--- config.mk ---
export PLATFORM = sky130hd
export DESIGN_NAME = dmxm_front
export DESIGN_NICKNAME = d
export VERILOG_FILES = /design/src/dmxm_pkg.sv /design/src/dmxm_front.sv
export SDC_FILE = /design/constraint.sdc
export NUM_CORES = 1
export LEC_CHECK = 0
export ABC_AREA = 1
export BUFFER_PORTS_ARGS = -buffer_cell sky130_fd_sc_hd__buf_4
export CORE_MARGIN = 2
export CORE_UTILIZATION = 25
export DETAILED_ROUTE_END_ITERATION = 16
export PLACE_DENSITY = 0.73
export REMOVE_ABC_BUFFERS = 1
export SLEW_MARGIN = 20
export SYNTH_ARGS = -nofsm -noshare
export SYNTH_HDL_FRONTEND = slang
export SYNTH_SLANG_ARGS = --single-unit
export TNS_END_PERCENT = 1
--- constraint.sdc ---
create_clock -name vclk -period 1
set_clock_uncertainty 0.05 [all_clocks]
set_input_delay 0.1 -clock vclk [all_inputs]
set_output_delay 0.1 -clock vclk [all_outputs]
set_load 0.05 [all_outputs]
--- src/dmxm_pkg.sv ---
`default_nettype none
package dmxm_pkg;

   // Default sizes, overridable at the top level
   localparam int UNIVERSE_BYTES_DEF = 512;
   localparam int MAX_LIGHTS_DEF     = 512;

   // Fixed field widths
   localparam int KIND_W   = 3;
   localparam int SIZE_W   = 10;
   localparam int INDEX_W  = 9;
   localparam int LEVEL_W  = 16;
   localparam int START_W  = 9;
   localparam int HDR_LEN  = 5;

   // Input kinds
   localparam logic [KIND_W-1:0] KIND_ADD   = 3'd0;
   localparam logic [KIND_W-1:0] KIND_SET8  = 3'd1;
   localparam logic [KIND_W-1:0] KIND_SET16 = 3'd2;
   localparam logic [KIND_W-1:0] KIND_RGB   = 3'd3;
   localparam logic [KIND_W-1:0] KIND_SEND  = 3'd4;

   // Frame bytes
   localparam logic [7:0] FRAME_SOM   = 8'h7E;
   localparam logic [7:0] FRAME_LABEL = 8'h06;
   localparam logic [7:0] FRAME_PAD   = 8'h00;
   localparam logic [7:0] FRAME_EOM   = 8'hE7;
   localparam logic [7:0] RGB_FILL    = 8'hFF;

   // Register file
   localparam int          CSR_ADDR_W        = 3;
   localparam int          CSR_DATA_W        = 32;
   localparam logic        CSR_CHAIN_ENABLED = 1'b0;

   // Command queue depth (power of two)
   localparam int QUEUE_DEPTH = 2;

   typedef enum logic [1:0] {
      OP_ADD,
      OP_SET,
      OP_SEND,
      OP_FAIL
   } op_type;

   typedef struct packed {
      op_type             op;
      logic [SIZE_W-1:0]  size;
      logic [INDEX_W-1:0] idx;
      logic [2:0]         want;
      logic [3:0][7:0]    bytes;
   } cmd_type;

   typedef struct packed {
      logic               status;
      logic [INDEX_W-1:0] new_light;
      logic               tx_valid;
      logic [7:0]         tx_byte;
      logic               frame_last;
   } rsp_type;

endpackage
`default_nettype wire

--- src/dmxm_front.sv ---
`default_nettype none
module dmxm_front (
   input  wire logic                         chain_enabled,
   input  wire logic                         req_valid,
   output logic                              req_ready,
   input  wire logic [dmxm_pkg::KIND_W-1:0]  req_kind,
   input  wire logic [dmxm_pkg::SIZE_W-1:0]  req_light_size,
   input  wire logic [dmxm_pkg::INDEX_W-1:0] req_light_index,
   input  wire logic [dmxm_pkg::LEVEL_W-1:0] req_level,
   input  wire logic [7:0]                   req_red,
   input  wire logic [7:0]                   req_green,
   input  wire logic [7:0]                   req_blue,
   input  wire logic                         queue_full,
   input  wire logic                         clearing,
   output logic                              push,
   output dmxm_pkg::cmd_type                 push_cmd
);

   // Stall while the queue is full or the universe store is being cleared
   assign req_ready = !queue_full && !clearing;
   assign push      = req_valid && req_ready;

   always_comb begin
      push_cmd       = '0;
      push_cmd.op    = dmxm_pkg::OP_FAIL;
      push_cmd.size  = req_light_size;
      push_cmd.idx   = req_light_index;
      if (chain_enabled) begin
         unique case (req_kind)
            dmxm_pkg::KIND_ADD: begin
               push_cmd.op = dmxm_pkg::OP_ADD;
            end
            dmxm_pkg::KIND_SET8: begin
               push_cmd.op       = dmxm_pkg::OP_SET;
               push_cmd.want     = 3'd1;
               push_cmd.bytes[0] = req_level[7:0];
            end
            dmxm_pkg::KIND_SET16: begin
               push_cmd.op       = dmxm_pkg::OP_SET;
               push_cmd.want     = 3'd2;
               push_cmd.bytes[0] = req_level[15:8];
               push_cmd.bytes[1] = req_level[7:0];
            end
            dmxm_pkg::KIND_RGB: begin
               push_cmd.op       = dmxm_pkg::OP_SET;
               push_cmd.want     = 3'd4;
               push_cmd.bytes[0] = req_red;
               push_cmd.bytes[1] = req_green;
               push_cmd.bytes[2] = req_blue;
               push_cmd.bytes[3] = dmxm_pkg::RGB_FILL;
            end
            dmxm_pkg::KIND_SEND: begin
               push_cmd.op = dmxm_pkg::OP_SEND;
            end
            default: begin
               push_cmd.op = dmxm_pkg::OP_FAIL;
            end
         endcase
      end
   end

endmodule
`default_nettype wire

==> out/qor.yml, run 1 <==
yosys:
  ys_top_cells_by_area: "sky130_fd_sc_hd__buf_4, sky130_fd_sc_hd__nand4_1, sky130_fd_sc_hd__nand2_1"
  synth.largest_area_cell: "sky130_fd_sc_hd__buf_4"
  yosysWarnings: 0
  ys_seq_area_share_pct: 0
  synth_most_common_cell: "sky130_fd_sc_hd__nand2_1"
  yosys.cell_types.count: 15
  synth_area_um2: 759.5
  synthCells: 136
  post_synth.cell_area_avg_um2: 5.584
  ys_top_cells_by_count: "sky130_fd_sc_hd__nand2_1, sky130_fd_sc_hd__buf_4, sky130_fd_sc_hd__nand4_1"
  yosysTopAreaCellShare_pct: 26.69
layout:
  clock_buffer_instance_count_of_the_final_layout: 0
  finalNonFillerCells: 235
  final_nets: 272
  final-seq-area_um2: 0
  sequential_cell_total: 0
  areaGrowthSynthToFinish_pct: 105.8
  antenna_cells: 0
  finish.instance_area_um2: 1563
  finish.utilization_pct: 55.24
  layout_cell_share_with_drive_strength_beyond_1_pct: 64.71
pwr:
  total_leakage_power_nw: 0.8924
  power_per_cell_area_nw_per_um2: 433.1
  vdd_drop_max_uv: 205.4
  power.total_mw: 0.6768
routing:
  first_pass_iters: 4
  drt_iter0_markers: 66
  drcViolationCount: 0
  drt.antenna.violating_nets: 0
  wl_per_cell_um: 16.87
  detail_route.vias_per_cell: 4.787
  routed-via-count: 1125
  drt-total-wl_mm: 3.965
timing:
  fmaxAchievable_ghz: 0.9253
  fin_hold_ws_ns: 0.1503
  max_slew.worst_pin.slew_ns: 0.1913
  slew_headroom_pct: 87.22
  min_period_over_period_pct: 108.1
  unrepaired_setup_endpoints_after_global_routing: "true"
  timing_hold_violations_final: 0
  setup_ws_final_ns: -0.08075
  setup-tns-final_ns: -1.155
  maxSlewViolCount: 0
  post-route-min-period_ns: 1.081
  finalSetupViolCount: 26
flow_run:
  cap_viol_max_count: 0
worst_setup_path:
  crit_chain: "buf_6 -> nor2_8 -> and3_4 -> buf_6 -> nand2_2 -> nand2_2 -> buf_8"
  timing.critical_path.slowest_stage_cell: "sky130_fd_sc_hd__and3_4"
  max_stage_delay_ns: 0.20
  timing.critical_path.arrival_ns: 0.93
  worstSetupStartpointType: "primary input"
  critical_path.n_buffers_inverters: 3
  critical_path.max_fanout: 5
  crit_required_ns: 0.85
  timing.critical_path.to_type: "primary output"
  setup.worst_path.class: "primary input to primary output"
  critical-path-top-delay-family: "simple AND/OR/NAND/NOR gates"
cts:
  post_cts.repair.setup_buffers: 0
  number_of_hold_repair_buffers_added_at_the_cts_stage: 0
placed_design:
  place.port_buffers: 86
  placement.setup.worst_slack_ns: -0.1235
  routabilityCongestion: 0.8537
  placed_cells: 234
  dpl-instance-area_um2: 1309
  detailedPlacementHpwl_mm: 3.187
worst_hold_path:
  hold_path.class: "primary input to primary output"
floorplan:
  area_enclosed_by_the_die_boundary_um2: 3495
  design.core.area_um2: 2829
  floorplan.io_pins: 124
  die_h_um: 59.12
  floorplan.rows: 19
  floorplan.die.width_um: 59.12
  initial_core_util_pct: 26.85
global_routing:
  number_of_global_route_vias_before_repair: 994
  grt.overflow.total: 0
  grtUsageTotal_pct: 21.11
  grt_first_pass_wirelength_mm: 5.547
  antenna_violations_before_repair: 0
  pin_count_of_the_biggest_net_entering_global_routing: 25
run_status:
  violations: "negative setup slack"
  status: "complete, but fails checks"
## final timing paths
check	startpoint	end	slack, ns	cells after the start
setup / recovery	req_kind[2]	push_cmd[15]	-0.08	7
hold / removal	req_light_index[2]	push_cmd[37]	0.15	0
## area by class of cell
class | count | area, µm²
repair buffers | 103 | 957.2
fillers | 288 | 1266
inverters | 21 | 93.84
multi-input cells | 80 | 473.0
well taps | 31 | 38.79
## report_power, final
| part | switching, mW | internal, mW |
|---|---|---|
| clock network | 0 | 0 |
| registers | 0 | 0 |
| logic | 0.369 | 0.308 |
| total | 0.369 | 0.308 |
## cells by family after synthesis
logic type	synth area share, %
buf+inv	46.29
simple gates	53.71
## layer usage
metal	GRT usage, %	wire length (µm)
met4	0	0
met1	21.76	1224
met5	0	0
met3	16.38	730
met2	36.19	2009
## cell usage in the layout (no fill, tap or decap)
cell type | netlist | layout
sky130_fd_sc_hd__nor2_1 | 9 | 3
sky130_fd_sc_hd__nor3b_1 | 1 | 1
sky130_fd_sc_hd__buf_12 | 0 | 1
sky130_fd_sc_hd__inv_8 | 0 | 1
sky130_fd_sc_hd__nor2_4 | 0 | 1
sky130_fd_sc_hd__buf_8 | 0 | 8
sky130_fd_sc_hd__nor2_8 | 1 | 1
sky130_fd_sc_hd__inv_2 | 2 | 1
sky130_fd_sc_hd__nand2_1 | 33 | 19
sky130_fd_sc_hd__buf_4 | 27 | 68
sky130_fd_sc_hd__nor3_2 | 0 | 1
sky130_fd_sc_hd__nand3_4 | 1 | 1
sky130_fd_sc_hd__nor2_2 | 0 | 5
sky130_fd_sc_hd__nand2_2 | 0 | 14
sky130_fd_sc_hd__clkbuf_16 | 0 | 1
sky130_fd_sc_hd__and3_4 | 0 | 1
sky130_fd_sc_hd__buf_6 | 4 | 25
sky130_fd_sc_hd__nand3_1 | 10 | 10
sky130_fd_sc_hd__nand4_1 | 23 | 23
sky130_fd_sc_hd__inv_1 | 18 | 16
sky130_fd_sc_hd__inv_4 | 0 | 3
## repair_timing
item / CTS / global route
gates cloned: 0 / 1
endpoints found under the setup margin: 34 / 36
resized for setup: 40 / 30
pin swaps: 8 / 11
Note: power is estimated with default switching activity, not from simulation.
==> run 2: changes to the inputs <==
--- a/config.mk
+++ b/config.mk
@@ -10,7 +10,7 @@
 export CORE_MARGIN = 2
 export CORE_UTILIZATION = 25
 export DETAILED_ROUTE_END_ITERATION = 16
-export PLACE_DENSITY = 0.73
+export PLACE_DENSITY = 0.71
 export REMOVE_ABC_BUFFERS = 1
 export SLEW_MARGIN = 20
 export SYNTH_ARGS = -nofsm -noshare
==> run 2 against run 1 <==
Against the previous run:
- the run still ends with negative setup slack left
- flip-flop and latch count unchanged
- via count up 1.7%
- fmax shrank 0.35%
- critical endpoint is now push_cmd[8]
- combinational power is 4.3% higher
- critical path type unchanged
- first-iteration DRC count decreased by 20%
- sequential share of layout area unchanged
- count of clock-buffer cells in the layout is the same
- final area grew 5.3%
- global-route usage fell by 1.8 points
- cell count up 0.85%
==> out/qor.yml, run 2 (synthesized netlist as in run 1, its figures left out) <==
run_status:
  status: "complete, but fails checks"  # unchanged
  violations: "negative setup slack"  # unchanged
worst_hold_path:
  hold_path.class: "primary input to primary output"  # unchanged
layout:
  multi_input_logic_area_um2: 465.4  # was 473.0 µm²
  final_nets: 274  # was 272
  final-seq-area_um2: 0  # unchanged
  finalNonFillerCells: 237  # was 235
  layout.cells.most_common_list: "sky130_fd_sc_hd__buf_4, sky130_fd_sc_hd__buf_6, sky130_fd_sc_hd__nand4_1"  # unchanged
  fillers: 255  # was 288
  sequential_cell_total: 0  # unchanged
  areaGrowthSynthToFinish_pct: 116.6  # was 105.8%
  layout_cell_share_with_drive_strength_beyond_1_pct: 64.08  # was 64.71%
  finish.utilization_pct: 58.16  # was 55.24%
  clock_buffer_instance_count_of_the_final_layout: 0  # unchanged
  final_common_cell: "sky130_fd_sc_hd__buf_4"  # unchanged
  antenna_cells: 0  # unchanged
  finish.instance_area_um2: 1645  # was 1563 µm²
floorplan:
  initial_core_util_pct: 26.85  # unchanged
  area_enclosed_by_the_die_boundary_um2: 3495  # unchanged
  floorplan.io_pins: 124  # unchanged
  die_h_um: 59.12  # unchanged
  floorplan.rows: 19  # unchanged
  floorplan.die.width_um: 59.12  # unchanged
  design.core.area_um2: 2829  # unchanged
global_routing:
  grt_first_pass_wirelength_mm: 5.154  # was 5.547 mm
  pin_count_of_the_biggest_net_entering_global_routing: 17  # was 25
  global_route.usage.met3_pct: 13.10  # was 16.38%
  grt_busiest_layer: "met2"  # unchanged
  number_of_global_route_vias_before_repair: 1021  # was 994
  grt_util_met1_pct: 21.76  # unchanged
  grt_use_met2_pct: 30.79  # was 36.19%
  antenna_violations_before_repair: 0  # unchanged
  grt.overflow.total: 0  # unchanged
  grtUsageTotal_pct: 19.26  # was 21.11%
routing:
  drt_iter0_markers: 53  # was 66
  drt.antenna.violating_nets: 0  # unchanged
  drt-total-wl_mm: 3.816  # was 3.965 mm
  first_pass_iters: 4  # unchanged
  routed-via-count: 1144  # was 1125
  drcViolationCount: 0  # unchanged
  detail_route.vias_per_cell: 4.827  # was 4.787
  wl_per_cell_um: 16.10  # was 16.87 µm
worst_setup_path:
  timing.critical_path.to_type: "primary output"  # unchanged
  worstSetupStartpointType: "primary input"  # unchanged
  critical_path.max_fanout: 5  # unchanged
  setup.worst_path.class: "primary input to primary output"  # unchanged
  timing.critical_path.arrival_ns: 0.93  # about the same
  crit_required_ns: 0.85  # about the same
flow_run:
  cap_viol_max_count: 0  # unchanged
pwr:
  power_per_cell_area_nw_per_um2: 429.4  # was 433.1 nW/µm²
  total_leakage_power_nw: 0.9203  # was 0.8924 nW
  vdd_drop_max_uv: 188.7  # was 205.4 µV
timing:
  max_slew.worst_pin.slew_ns: 0.1783  # was 0.1913 ns
  maxSlewViolCount: 0  # unchanged
  fin_hold_ws_ns: 0.1503  # about the same
  min_period_over_period_pct: 108.5  # was 108.1%
  finalSetupViolCount: 18  # was 26
  setup_ws_final_ns: -0.08459  # was -0.08075 ns
  slew_headroom_pct: 88.09  # was 87.22%
  fmaxAchievable_ghz: 0.9220  # was 0.9253 GHz
  unrepaired_setup_endpoints_after_global_routing: "true"  # unchanged
  timing_hold_violations_final: 0  # unchanged
  post-route-min-period_ns: 1.085  # was 1.081 ns
placed_design:
  placement.setup.worst_slack_ns: -0.1285  # was -0.1235 ns
  place.port_buffers: 86  # unchanged
  placed_cells: 237  # was 234
  routabilityCongestion: 0.8371  # was 0.8537
  dpl-instance-area_um2: 1381  # was 1309 µm²
  detailedPlacementHpwl_mm: 3.028  # was 3.187 mm
cts:
  number_of_hold_repair_buffers_added_at_the_cts_stage: 0  # unchanged
  post_cts.repair.setup_buffers: 0  # unchanged
[run 2: what timing repair did]
action | 4_1_cts | 5_1_grt
setup endpoints to repair | 34 | 35
hold endpoints to repair | 0 | 0
pin swaps | 5 | 13
gates resized for setup | 39 | 40
[run 2: metrics by stage]
| step | total power [mW] | setup TNS (ns) |
|---|---|---|
| 3_5_place_dp | 0.6215 | -2.405 |
| 6_report | 0.7065 | -0.6549 |
| 2_1_floorplan | 0.2704 | -20.17 |
| 3_3_place_gp | 0.6190 | -2.336 |
| 4_1_cts | 0.6663 | -0.8202 |
| 5_1_grt | 0.7471 | -1.958 |
[run 2: worst paths after layout]
| check | from | endpoint | slack [ns] | cells past startpoint |
|---|---|---|---|---|
| worst min-delay path | req_light_index[4] | push_cmd[39] | 0.15 | 0 |
| worst max-delay path | req_kind[2] | push_cmd[8] | -0.08 | 7 |
[run 2: layout make-up]
cell class	instances	area share [%]
Tap cell	31	2.357
Inverter	21	6.160
Timing Repair Buffer	105	63.19
Multi-Input combinational cell	80	28.29
[run 2: power breakdown]
group	switching, mW	leakage, nW	total (mW)	internal (mW)
combinational	0.374	0.920	0.706	0.333
clock	0	0	0	0
sequential	0	0	0	0
total	0.374	0.920	0.706	0.333
[run 2: metal layers]
metal / routed length, µm / share of wire, %
met1: 1235 / 32
met2: 1848 / 48
met3: 653 / 17
met4: 37 / 0.97
met5: 42 / 1.1
[run 2: worst max-delay path: stages]
cell                      delay, ns
sky130_fd_sc_hd__buf_12        0.11
sky130_fd_sc_hd__nor2_8        0.12
sky130_fd_sc_hd__and3_4        0.20
sky130_fd_sc_hd__buf_6         0.12
sky130_fd_sc_hd__nand2_2       0.05
sky130_fd_sc_hd__nand2_2       0.08
sky130_fd_sc_hd__buf_8         0.15
