==> src/dmxm_pkg.sv <==
`default_nettype none
package dmxm_pkg;

   // Default sizes, overridable at the top level
   localparam int UNIVERSE_BYTES_DEF = 512;
   localparam int MAX_LIGHTS_DEF     = 512;

   // Fixed field widths
   localparam int KIND_W   = 3;
   localparam int SIZE_W   = 10;
   localparam int INDEX_W  = 9;
   localparam int LEVEL_W  = 16;
   localparam int START_W  = 9;
   localparam int HDR_LEN  = 5;

   // Input kinds
   localparam logic [KIND_W-1:0] KIND_ADD   = 3'd0;
   localparam logic [KIND_W-1:0] KIND_SET8  = 3'd1;
   localparam logic [KIND_W-1:0] KIND_SET16 = 3'd2;
   localparam logic [KIND_W-1:0] KIND_RGB   = 3'd3;
   localparam logic [KIND_W-1:0] KIND_SEND  = 3'd4;

   // Frame bytes
   localparam logic [7:0] FRAME_SOM   = 8'h7E;
   localparam logic [7:0] FRAME_LABEL = 8'h06;
   localparam logic [7:0] FRAME_PAD   = 8'h00;
   localparam logic [7:0] FRAME_EOM   = 8'hE7;
   localparam logic [7:0] RGB_FILL    = 8'hFF;

   // Register file
   localparam int          CSR_ADDR_W        = 3;
   localparam int          CSR_DATA_W        = 32;
   localparam logic        CSR_CHAIN_ENABLED = 1'b0;

   // Command queue depth (power of two)
   localparam int QUEUE_DEPTH = 2;

   typedef enum logic [1:0] {
      OP_ADD,
      OP_SET,
      OP_SEND,
      OP_FAIL
   } op_type;

   typedef struct packed {
      op_type             op;
      logic [SIZE_W-1:0]  size;
      logic [INDEX_W-1:0] idx;
      logic [2:0]         want;
      logic [3:0][7:0]    bytes;
   } cmd_type;

   typedef struct packed {
      logic               status;
      logic [INDEX_W-1:0] new_light;
      logic               tx_valid;
      logic [7:0]         tx_byte;
      logic               frame_last;
   } rsp_type;

endpackage
`default_nettype wire

==> src/dmxm_queue.sv <==
`default_nettype none
module dmxm_queue (
   input  wire logic              clock,
   input  wire logic              reset,
   input  wire logic              push,
   input  wire dmxm_pkg::cmd_type push_cmd,
   output logic                   full,
   input  wire logic              pop,
   output dmxm_pkg::cmd_type      head,
   output logic                   empty
);

   localparam int QA = (dmxm_pkg::QUEUE_DEPTH > 1) ? $clog2(dmxm_pkg::QUEUE_DEPTH) : 1;
   localparam int CW = $clog2(dmxm_pkg::QUEUE_DEPTH + 1);

   dmxm_pkg::cmd_type entries_ff [dmxm_pkg::QUEUE_DEPTH];
   logic [QA-1:0] wr_ptr_ff, wr_ptr_in;
   logic [QA-1:0] rd_ptr_ff, rd_ptr_in;
   logic [CW-1:0] count_ff, count_in;

   assign full  = count_ff == CW'(dmxm_pkg::QUEUE_DEPTH);
   assign empty = count_ff == '0;
   assign head  = entries_ff[rd_ptr_ff];

   always_comb begin
      wr_ptr_in = wr_ptr_ff;
      rd_ptr_in = rd_ptr_ff;
      count_in  = count_ff;
      if (push) begin
         wr_ptr_in = wr_ptr_ff + QA'(1);
      end
      if (pop) begin
         rd_ptr_in = rd_ptr_ff + QA'(1);
      end
      if (push && !pop) begin
         count_in = count_ff + CW'(1);
      end else if (pop && !push) begin
         count_in = count_ff - CW'(1);
      end
   end

   always_ff @(posedge clock) begin
      if (reset) begin
         wr_ptr_ff <= '0;
         rd_ptr_ff <= '0;
         count_ff  <= '0;
      end else begin
         wr_ptr_ff <= wr_ptr_in;
         rd_ptr_ff <= rd_ptr_in;
         count_ff  <= count_in;
      end
   end

   always_ff @(posedge clock) begin
      if (push) begin
         entries_ff[wr_ptr_ff] <= push_cmd;
      end
   end

endmodule
`default_nettype wire

==> config.mk <==
export PLATFORM = sky130hd
export DESIGN_NAME = dmxm_queue
export DESIGN_NICKNAME = d
export VERILOG_FILES = /design/src/dmxm_pkg.sv /design/src/dmxm_queue.sv
export SDC_FILE = /design/constraint.sdc
export NUM_CORES = 1
export LEC_CHECK = 0
export ABC_AREA = 0
export BUFFER_PORTS_ARGS = -buffer_cell sky130_fd_sc_hd__buf_2
export CAP_MARGIN = 40
export CORE_AREA = 2 2 100 102
export CTS_CLUSTER_SIZE = 14
export DETAILED_ROUTE_END_ITERATION = 16
export DIE_AREA = 0 0 102 104
export GPL_TIMING_DRIVEN = 0
export HOLD_SLACK_MARGIN = 0.06
export PLACE_DENSITY_LB_ADDON = 0.08
export SLEW_MARGIN = 20
export SYNTH_ARGS = -nofsm -noshare
export SYNTH_HDL_FRONTEND = slang
export SYNTH_SLANG_ARGS = --single-unit
==> constraint.sdc <==
create_clock -name clock -period 3.46 [get_ports clock]
set_clock_uncertainty 0.15 [all_clocks]
set_input_delay 0.692 -clock clock [delete_from_list [all_inputs] [get_ports clock]]
set_output_delay 0.692 -clock clock [all_outputs]
set_load 0.05 [all_outputs]
==> impl_metrics.ini, run 1 <==
[timing]
min_period_ns = 2.62
fin_crit_sh_pct = 75.6
max_slew_margin_pct = 53.7
slew_viol_final = 0
hold_violations = 0
setup_viol = 0
tightest_slew_ns = 0.693
tns_ns = 0
fmax_ghz = 0.382
rsz0062_at_grt = false

[global_route]
overflow = 0
grt_use_total_pct = 15.0
first_global_vias = 2351
grt_max_degree = 34
grt_pass1_wl_um = 11700
antenna_found_initial = 0

[critical_path]
r2r_slack_ns = 1.80
critPathSlowestCell = mux2_2
cp.arrival_ns = 1.77
r2r_cells = 2
path_max_fanout = 10
critical-path-max-stage-delay_ns = 0.35
path_class = register to output pin
r2r-start = wr_ptr_ff
cp_top_family = buffers and inverters
cp.buffers_inverters = 3
worstPathRequired_ns = 2.62
worstSetupEndpointType = output pin
crit_chain = buf_4 > buf_6 > mux2_2 > buf_2
start_kind = register
r2r_end = entries_ff[0][28]

[drt]
vias = 2234
drc = 0
vias_per_cell = 4.64
drt_wl_total_um = 7500
drt_iter0_drc = 63
avgRoutedWirePerCell_um = 15.6
ant_nets = 0
drt_pass1_iterations = 4

[placement]
portBuffers = 117
placed_cells = 449
dpl-instance-area_mm2 = 0.00509
gp_congestion = 0.681
dp_hpwl_um = 4970

[pwr]
pwr_density_cell_mw_per_mm2 = 720
p_leak_nw = 2.20
power_w = 0.00413
ir_worst_vdd_v = 0.000298

[floorplanning]
ios = 118
die_h_um = 104
initial_utilization_pct = 44.6
fp.dieW_um = 102
rows = 36
dieArea_mm2 = 0.0106
coreArea_mm2 = 0.00955

[logic_synthesis]
synth.lib_cells_used.distinct = 17
syn-num-nets = 257
yosysSeqAreaShare_pct = 81.3
synth_area_mm2 = 0.00426
synth-seq-cells = 117
synthCells = 196
yosys_warnings = 0
syn_area_per_cell_um2 = 21.7

[clocking]
cts_tree = yes
h-tree-depth = 4
clock_latency_ns = 0.49
numCtsBuffers = 17
clk_transition_reported_paths_ns = 0.06
postCtsResizedCells = 0
postCtsSetupBuffers = 0
cts-root-buf = clkbuf_8
postCtsHoldBufs = 0
clock_path_buffers = 2
clock_sinks = 117

[cells_and_area]
fin_nets = 396
final_cell_area_mm2 = 0.00574
num_antenna_cells = 0
syn2layout_area_growth_pct = 34.7
drive_gt1_share_pct = 62.1
final_cells = 481
fin_util_pct = 60.1

[status]
outcome = finished, final reports clean

[hold_path]
hold_end = entries_ff[1][44]
min_path_cells = 1
min_from = push_cmd[44]
hold_class = input port to register

[run]
max-cap-violations = 0
==> cells in the mapped netlist <==
master	n	area, µm²
and2b_2	1	8.76
or3_1	1	6.26
inv_1	1	3.75
buf_4	1	7.51
dfxtp_1	5	100
buf_2	1	5.00
edfxtp_1	112	3360
buf_6	4	45.0
xnor2_1	2	17.5
ha_1	1	12.5
a21oi_1	1	5.00
nor2b_1	1	6.26
and2_1	1	6.26
nor2_1	5	18.8
o21ai_0	1	5.00
mux2_2	56	631
xor2_1	2	17.5
==> state kept, by name, summed over array words and instances (netlist names), named ones only <==
signal / flops
entries_ff: 112
wr_ptr_ff: 1
count_ff: 2
rd_ptr_ff: 1
==> worst max-delay path by stage <==
stage / startpoint / end / slack, ns / depth (start not counted)
detailed placement: push / entries_ff[0][23] / 1.24 / 3
CTS: register / head[27] / 0.78 / 4
floorplan: push / entries_ff[0][0] / 0.71 / 1
finish: register / head[27] / 0.84 / 4
global route: register / head[27] / 0.72 / 4
global placement: push / entries_ff[0][17] / -0.35 / 2
==> through the flow <==
stage	hold WS [ns]	setup WS [ns]
final	0.233	0.844
after floorplan	0.311	0.715
after global routing	0.204	0.722
after global placement	0.336	-0.352
after CTS	0.200	0.778
after detailed placement	0.346	1.24
==> worst register-to-register path: stages (launching register included) <==
cell,delay [ns]
dfxtp_1,0.35
nor2b_4,0.58
buf_12,0.27
==> layout by cell type (no fill, tap or decap), types with 2 or more instances in the layout <==
| cell | netlist | layout |
|---|---|---|
| edfxtp_1 | 112 | 112 |
| clkinvlp_4 | 0 | 2 |
| clkbuf_16 | 0 | 16 |
| clkinv_2 | 0 | 2 |
| xor2_1 | 2 | 2 |
| mux2_2 | 56 | 56 |
| bufinv_16 | 0 | 5 |
| buf_6 | 4 | 4 |
| buf_12 | 0 | 2 |
| dfxtp_1 | 5 | 5 |
| nor2_1 | 5 | 5 |
| clkbuf_8 | 0 | 3 |
| xnor2_1 | 2 | 2 |
| clkinv_4 | 0 | 3 |
| buf_2 | 1 | 118 |
==> power by group <==
part           switching (W)  leakage (nW)  internal (W)
sequential         0.0000215          1.09       0.00165
combinational       0.000416         0.794      0.000179
clock               0.000582         0.311       0.00128
==> logic make-up (layout without fill, tap and decap cells) <==
logic type,count (synthesis),after routing,synth area share [%]
compound gates,2,2,0.235
xor+xnor,4,4,0.823
fa+ha+maj,1,1,0.294
buf+inv,7,159,1.44
flops,117,117,81.3
mux,56,56,14.8
simple gates,9,9,1.09
==> area by class of cell <==
type | count | area [µm²]
Timing Repair Buffer | 120 | 653
Fill cell | 759 | 3810
Multi-Input combinational cell | 72 | 744
Sequential cell | 117 | 3460
Tap cell | 133 | 166
Clock buffer | 20 | 445
Clock inverter | 12 | 201
Buffer | 6 | 57.6
Inverter | 1 | 3.75
==> per-layer routing <==
metal	track usage, %	up-vias	share of wire [%]
met2	23.9	71	52
met3	5.58	7	5.5
met4	6.29	0	1.2
met1	18.2	1103	42
met5	0	-	0
li1	-	1053	-
Power figures use the tool's default switching activity.
==> inputs of run 2 (changes only) <==
--- a/config.mk
+++ b/config.mk
@@ -5,13 +5,13 @@
 export SDC_FILE = /design/constraint.sdc
 export NUM_CORES = 1
 export LEC_CHECK = 0
-export ABC_AREA = 0
+export ABC_AREA = 1
 export BUFFER_PORTS_ARGS = -buffer_cell sky130_fd_sc_hd__buf_2
 export CAP_MARGIN = 40
-export CORE_AREA = 2 2 100 102
+export CORE_AREA = 2 2 96 98
 export CTS_CLUSTER_SIZE = 14
 export DETAILED_ROUTE_END_ITERATION = 16
-export DIE_AREA = 0 0 102 104
+export DIE_AREA = 0 0 98 100
 export GPL_TIMING_DRIVEN = 0
 export HOLD_SLACK_MARGIN = 0.06
 export PLACE_DENSITY_LB_ADDON = 0.08
==> constraint.sdc (replaced) <==
create_clock -name clock -period 2.6 [get_ports clock]
set_clock_uncertainty 0.15 [all_clocks]
set_input_delay 0.52 -clock clock [delete_from_list [all_inputs] [get_ports clock]]
set_output_delay 0.52 -clock clock [all_outputs]
set_load 0.05 [all_outputs]
==> run 2 against run 1 <==
Die area decreased by 7.6%; register-to-register slack got worse by 0.72 ns; via count increased by 11%; critical path depth unchanged; synthesized cell count increased by 5.6%; hold slack got worse by 0.074 ns; non-clock buffer count increased by 57; clock power increased by 28%; first-iteration DRC count increased by 62%; global-route usage increased by 2.0 points; largest cell class unchanged; highest routed layer unchanged.
==> impl_metrics.ini, run 2 <==
[critical_path]
crit_chain = buf_6 > buf_6 > mux2_4 > buf_2
r2r_slack_ns = 1.08
worstPathRequired_ns = 1.93
path_max_fanout = 10
cp.arrival_ns = 1.74
r2r_end = entries_ff[0][45]
critical-path-max-stage-delay_ns = 0.34
r2r-start = wr_ptr_ff
endpoint = head[13]
path_class = register to output pin
r2r_cells = 2
worstSetupEndpointType = output pin
cp_common_cell = buf_6
start_kind = register
critPathSlowestCell = dfxtp_1

[cells_and_area]
fin_nets = 464
fin_util_pct = 72.3
layout_commonest_cell = buf_2
regMostFlops = entries_ff
num_antenna_cells = 0
final_cell_mix = buf_2 (118), edfxtp_1 (112), dlygate4sd3_1 (57), mux2_4 (40)
reg_top3 = entries_ff: 112 flops, count_ff: 2 flops
final_cells = 527
syn2layout_area_growth_pct = 45.1
largest_reg_flops = 112
drive_gt1_share_pct = 51.9

[logic_synthesis]
synthTopCellsByCount = edfxtp_1 (112), mux2_4 (40), mux2_2 (16), inv_1 (9), nor2_1 (7)
synthCells = 207
syn_area_per_cell_um2 = 21.4
yosys_warnings = 0
synthArstFlopShare_pct = 0
yosys.area.top_type_share_pct = 75.9
yosysSeqAreaShare_pct = 78.1
synth.lib_cells_used.distinct = 16
synth_area_mm2 = 0.00443
syn-num-nets = 268
synth_area_leader_cell = edfxtp_1
synthTopCellsByArea = edfxtp_1 (76%), mux2_4 (14%), mux2_2 (4.1%), dfxtp_1 (2.3%), buf_6 (1.3%)
yosys.cell_count.top_type = edfxtp_1
synth-seq-cells = 117
synth-main-ff-cell = edfxtp_1
synth_edf_count = 112

[timing]
rsz0062_at_grt = false
fmax_ghz = 0.416
max_slew_margin_pct = 63.1
fin_crit_sh_pct = 92.6
slew_viol_final = 0
min_period_ns = 2.41
hold_violations = 0
setup_viol = 0
tightest_slew_ns = 0.552
setup_slack_ns = 0.194
tns_ns = 0
hold_slack_ns = 0.159

[drt]
drt_iter0_drc = 102
drt_pass1_iterations = 4
drt_wl_total_um = 7920
vias_per_cell = 4.71
vias = 2481
ant_nets = 0
drc = 0
avgRoutedWirePerCell_um = 15.0

[global_route]
grt_use_total_pct = 16.9
grt_pass1_wl_um = 12300
overflow = 0
grt_max_degree = 42
first_global_vias = 2608
antenna_found_initial = 0

[clocking]
clock_path_buffers = 2
cts-root-buf = clkbuf_8
cts_tree = yes
postCtsResizedCells = 0
numCtsBuffers = 17
postCtsSetupBuffers = 0
clock_latency_ns = 0.50
clk_transition_reported_paths_ns = 0.05
h-tree-depth = 4
clock_sinks = 117

[pwr]
combPwrFrac_pct = 15.7
switching_share_pct = 25.6
clkPwrFrac_pct = 43.9
netSwitchingPower_w = 0.00139
pwr_density_cell_mw_per_mm2 = 848
p_int_w = 0.00406
p_leak_nw = 2.60
ir_worst_vdd_v = 0.000560
pwr-share-seq_pct = 40.5

[floorplanning]
initial_utilization_pct = 49.9
ios = 118
dieArea_mm2 = 0.00980
rows = 35
die_h_um = 100
fp.dieW_um = 98
coreArea_mm2 = 0.00889

[placement]
pre_cts_ws_ns = 0.689
dp_hpwl_um = 4930
portBuffers = 117
placed_cells = 438
gp_congestion = 0.647

[hold_path]
hold_class = input port to register
min_path_cells = 3

[run]
max-cap-violations = 0

[status]
outcome = finished, final reports clean
==> run 2: final cells by class <==
| cell class | instances | area, µm² |
|---|---|---|
| Buffer | 6 | 61.3 |
| Clock buffer | 17 | 414 |
| Clock inverter | 15 | 204 |
| Fill cell | 587 | 2460 |
| Inverter | 9 | 36.3 |
| Multi-Input combinational cell | 75 | 881 |
| Sequential cell | 117 | 3460 |
| Tap cell | 111 | 139 |
| Timing Repair Buffer | 177 | 1230 |
==> run 2: worst min-delay path by stage <==
| stage | startpoint | endpoint | slack [ns] |
|---|---|---|---|
| 5_1_grt | pop | rd_ptr_ff | 0.15 |
| 3_5_place_dp | rd_ptr_ff | rd_ptr_ff | 0.36 |
| 4_1_cts | pop | register | 0.13 |
| 2_1_floorplan | rd_ptr_ff | register | 0.33 |
| 3_3_place_gp | rd_ptr_ff | rd_ptr_ff | 0.35 |
| 6_report | pop | register | 0.16 |
==> run 2: power by group through the flow <==
stage,clock (W),combinational (W),sequential [W]
after floorplan,0,0.000604,0.00224
after global placement,0,0.000768,0.00225
after detailed placement,0,0.000795,0.00225
after CTS,0.00245,0.000864,0.00221
after global routing,0.00253,0.000898,0.00222
final,0.00239,0.000854,0.00221
==> run 2: kinds of logic after synthesis <==
family,count (synthesis),synth area share [%]
flops,117,78.1
mux,56,17.6
buf+inv,15,2.15
simple gates,15,1.38
compound gates,2,0.226
xor+xnor,1,0.198
fa+ha+maj,1,0.282
==> run 2: repair_timing <==
action / CTS / global route
setup endpoints to repair: 0 / 0
endpoints found under the hold margin: 115 / 0
hold buffers: 57 / 0
==> run 2: routing by layer <==
metal | wire (µm) | vias to the layer above | track usage, %
li1 | - | 1196 | -
met1 | 3010 | 1193 | 18.2
met2 | 4300 | 84 | 29.8
met3 | 528 | 8 | 6.41
met4 | 83 | 0 | 7.69
met5 | 0 | - | 0
==> run 2: stage by stage <==
step	total power, W	instance area (µm²)
6_report	0.00545	6430
5_1_grt	0.00564	6430
4_1_cts	0.00552	6430
3_5_place_dp	0.00304	5240
3_3_place_gp	0.00302	5160
2_1_floorplan	0.00285	4430
==> run 2: critical path, delay by kind of cell, from the launching register on <==
family                 cells  cell delay (ns)
buffers and inverters      3             0.58
DFF                        1             0.34
muxes                      1             0.32
==> inputs of run 3 (changes only) <==
--- a/config.mk
+++ b/config.mk
@@ -9,6 +9,7 @@
 export BUFFER_PORTS_ARGS = -buffer_cell sky130_fd_sc_hd__buf_2
 export CAP_MARGIN = 40
 export CORE_AREA = 2 2 96 98
+export CTS_BUF_LIST = sky130_fd_sc_hd__clkbuf_16
 export CTS_CLUSTER_SIZE = 14
 export DETAILED_ROUTE_END_ITERATION = 16
 export DIE_AREA = 0 0 98 100
==> run 3 against run 2 <==
Clock power up 3%; global-route usage down 1.1 points; critical path type unchanged; maximum frequency up 4.3%; hold slack worse by 0.0061 ns; final cell count down 11%; final area down 8.7%; sequential share of layout area up 5.1 points.
==> impl_metrics.ini, run 3 (synthesis results as in run 2) <==
[status]
outcome = finished, final reports clean

[placement]
dpl-instance-area_mm2 = 0.00524
dp_hpwl_um = 4930
placed_cells = 438
portBuffers = 117
gp_congestion = 0.647

[critical_path]
path_class = register to output pin
start_kind = register
cp.arrival_ns = 1.64
r2r_slack_ns = 1.08
r2r-start = wr_ptr_ff
worstSetupEndpointType = output pin
path_max_fanout = 10
r2r_end = entries_ff[0][45]
r2r_cells = 2
worstPathRequired_ns = 1.93
endpoint = head[13]

[floorplanning]
rows = 35
fp.dieW_um = 98
dieArea_mm2 = 0.00980
coreArea_mm2 = 0.00889
initial_utilization_pct = 49.9
die_h_um = 100
ios = 118

[pwr]
power_w = 0.00544
pwr_density_cell_mw_per_mm2 = 927
netSwitchingPower_w = 0.00139
pwr-share-seq_pct = 40.6
p_int_w = 0.00405
switching_share_pct = 25.5
clkPwrFrac_pct = 45.0
p_leak_nw = 2.36
ir_worst_vdd_v = 0.000580
combPwrFrac_pct = 14.4

[clocking]
numCtsBuffers = 17
cts_tree = yes
cts-root-buf = clkbuf_16
clock_path_buffers = 2
clock_sinks = 117
clock_latency_ns = 0.40
postCtsHoldBufs = 0
postCtsResizedCells = 0
h-tree-depth = 4
clk_transition_reported_paths_ns = 0.06
postCtsSetupBuffers = 0

[timing]
fin_crit_sh_pct = 88.7
max_slew_margin_pct = 63.4
slew_viol_final = 0
fmax_ghz = 0.433
rsz0062_at_grt = false
setup_viol = 0
tightest_slew_ns = 0.547
min_period_ns = 2.31
hold_violations = 0

[hold_path]
min_path_cells = 1
min_from = push_cmd[46]
hold_class = input port to register

[cells_and_area]
drive_gt1_share_pct = 60.2
final_cell_area_mm2 = 0.00587
reg_top3 = entries_ff: 112 flops, count_ff: 2 flops
layout_commonest_cell = buf_2
num_antenna_cells = 0
regMostFlops = entries_ff
final_cells = 470
fin_nets = 407
fillers = 646
syn2layout_area_growth_pct = 32.5
largest_reg_flops = 112
final_cell_mix = buf_2 (118), edfxtp_1 (112), mux2_4 (40), clkbuf_16 (17), mux2_2 (16)

[drt]
vias_per_cell = 4.85
drt_iter0_drc = 116
drt_pass1_iterations = 4
vias = 2279
drt_wl_total_um = 7480
avgRoutedWirePerCell_um = 15.9
drc = 0
ant_nets = 0

[global_route]
grt-busiest-layer = met2
grt_pass1_wl_um = 11400
grt_max_degree = 42
first_global_vias = 2348
overflow = 0
met2_usage_pct = 27.0
grt_use_total_pct = 15.9
antenna_found_initial = 0
grt_use_met1_pct = 16.8
grt_use_met3_pct = 7.73

[run]
max-cap-violations = 0
-- run 3: power by group through the flow --
| stage | clock, W | sequential [W] | combinational [W] |
|---|---|---|---|
| finish | 0.00245 | 0.00221 | 0.000785 |
| global route | 0.00258 | 0.00222 | 0.000825 |
| CTS | 0.00249 | 0.00221 | 0.000796 |
| detailed placement | 0 | 0.00225 | 0.000795 |
| global placement | 0 | 0.00225 | 0.000768 |
| floorplan | 0 | 0.00224 | 0.000604 |
-- run 3: worst min path at each step --
| stage | endpoint | slack, ns |
|---|---|---|
| floorplan | register | 0.33 |
| global placement | rd_ptr_ff | 0.35 |
| detailed placement | rd_ptr_ff | 0.36 |
| CTS | entries_ff[0][44] | 0.14 |
| global route | entries_ff[0][50] | 0.13 |
| finish | entries_ff[1][46] | 0.15 |
-- run 3: routing by layer --
metal / part of all wire (%) / vias to the layer above
li1: - / 1088
met1: 37 / 1105
met2: 53 / 78
met3: 7.8 / 8
met4: 1.3 / 0
met5: 0 / -
-- run 3: final cells by class --
cell class,count,area [µm²],area share (%)
Sequential cell,117,3460,59.0
Multi-Input combinational cell,75,881,15.0
Timing Repair Buffer,120,661,11.3
Clock buffer,17,425,7.25
Clock inverter,15,204,3.47
Tap cell,111,139,2.37
Buffer,6,61.3,1.04
Inverter,9,36.3,0.618
-- run 3: critical path: stages (launching register included) --
cell and delay [ns]:
dfxtp_1 0.34, buf_6 0.17, buf_6 0.20, mux2_4 0.32, buf_2 0.21
-- run 3: through the flow --
stage | setup WS [ns] | hold slack (ns) | util (%) | TNS [ns]
after floorplan | 0.0351 | 0.330 | - | 0
after global placement | -0.964 | 0.346 | 58.0 | -78.08
after detailed placement | 0.689 | 0.360 | 59.0 | 0
after CTS | 0.256 | 0.135 | 66.0 | 0
after global routing | 0.200 | 0.130 | 66.0 | 0
final | 0.293 | 0.153 | 66.0 | 0
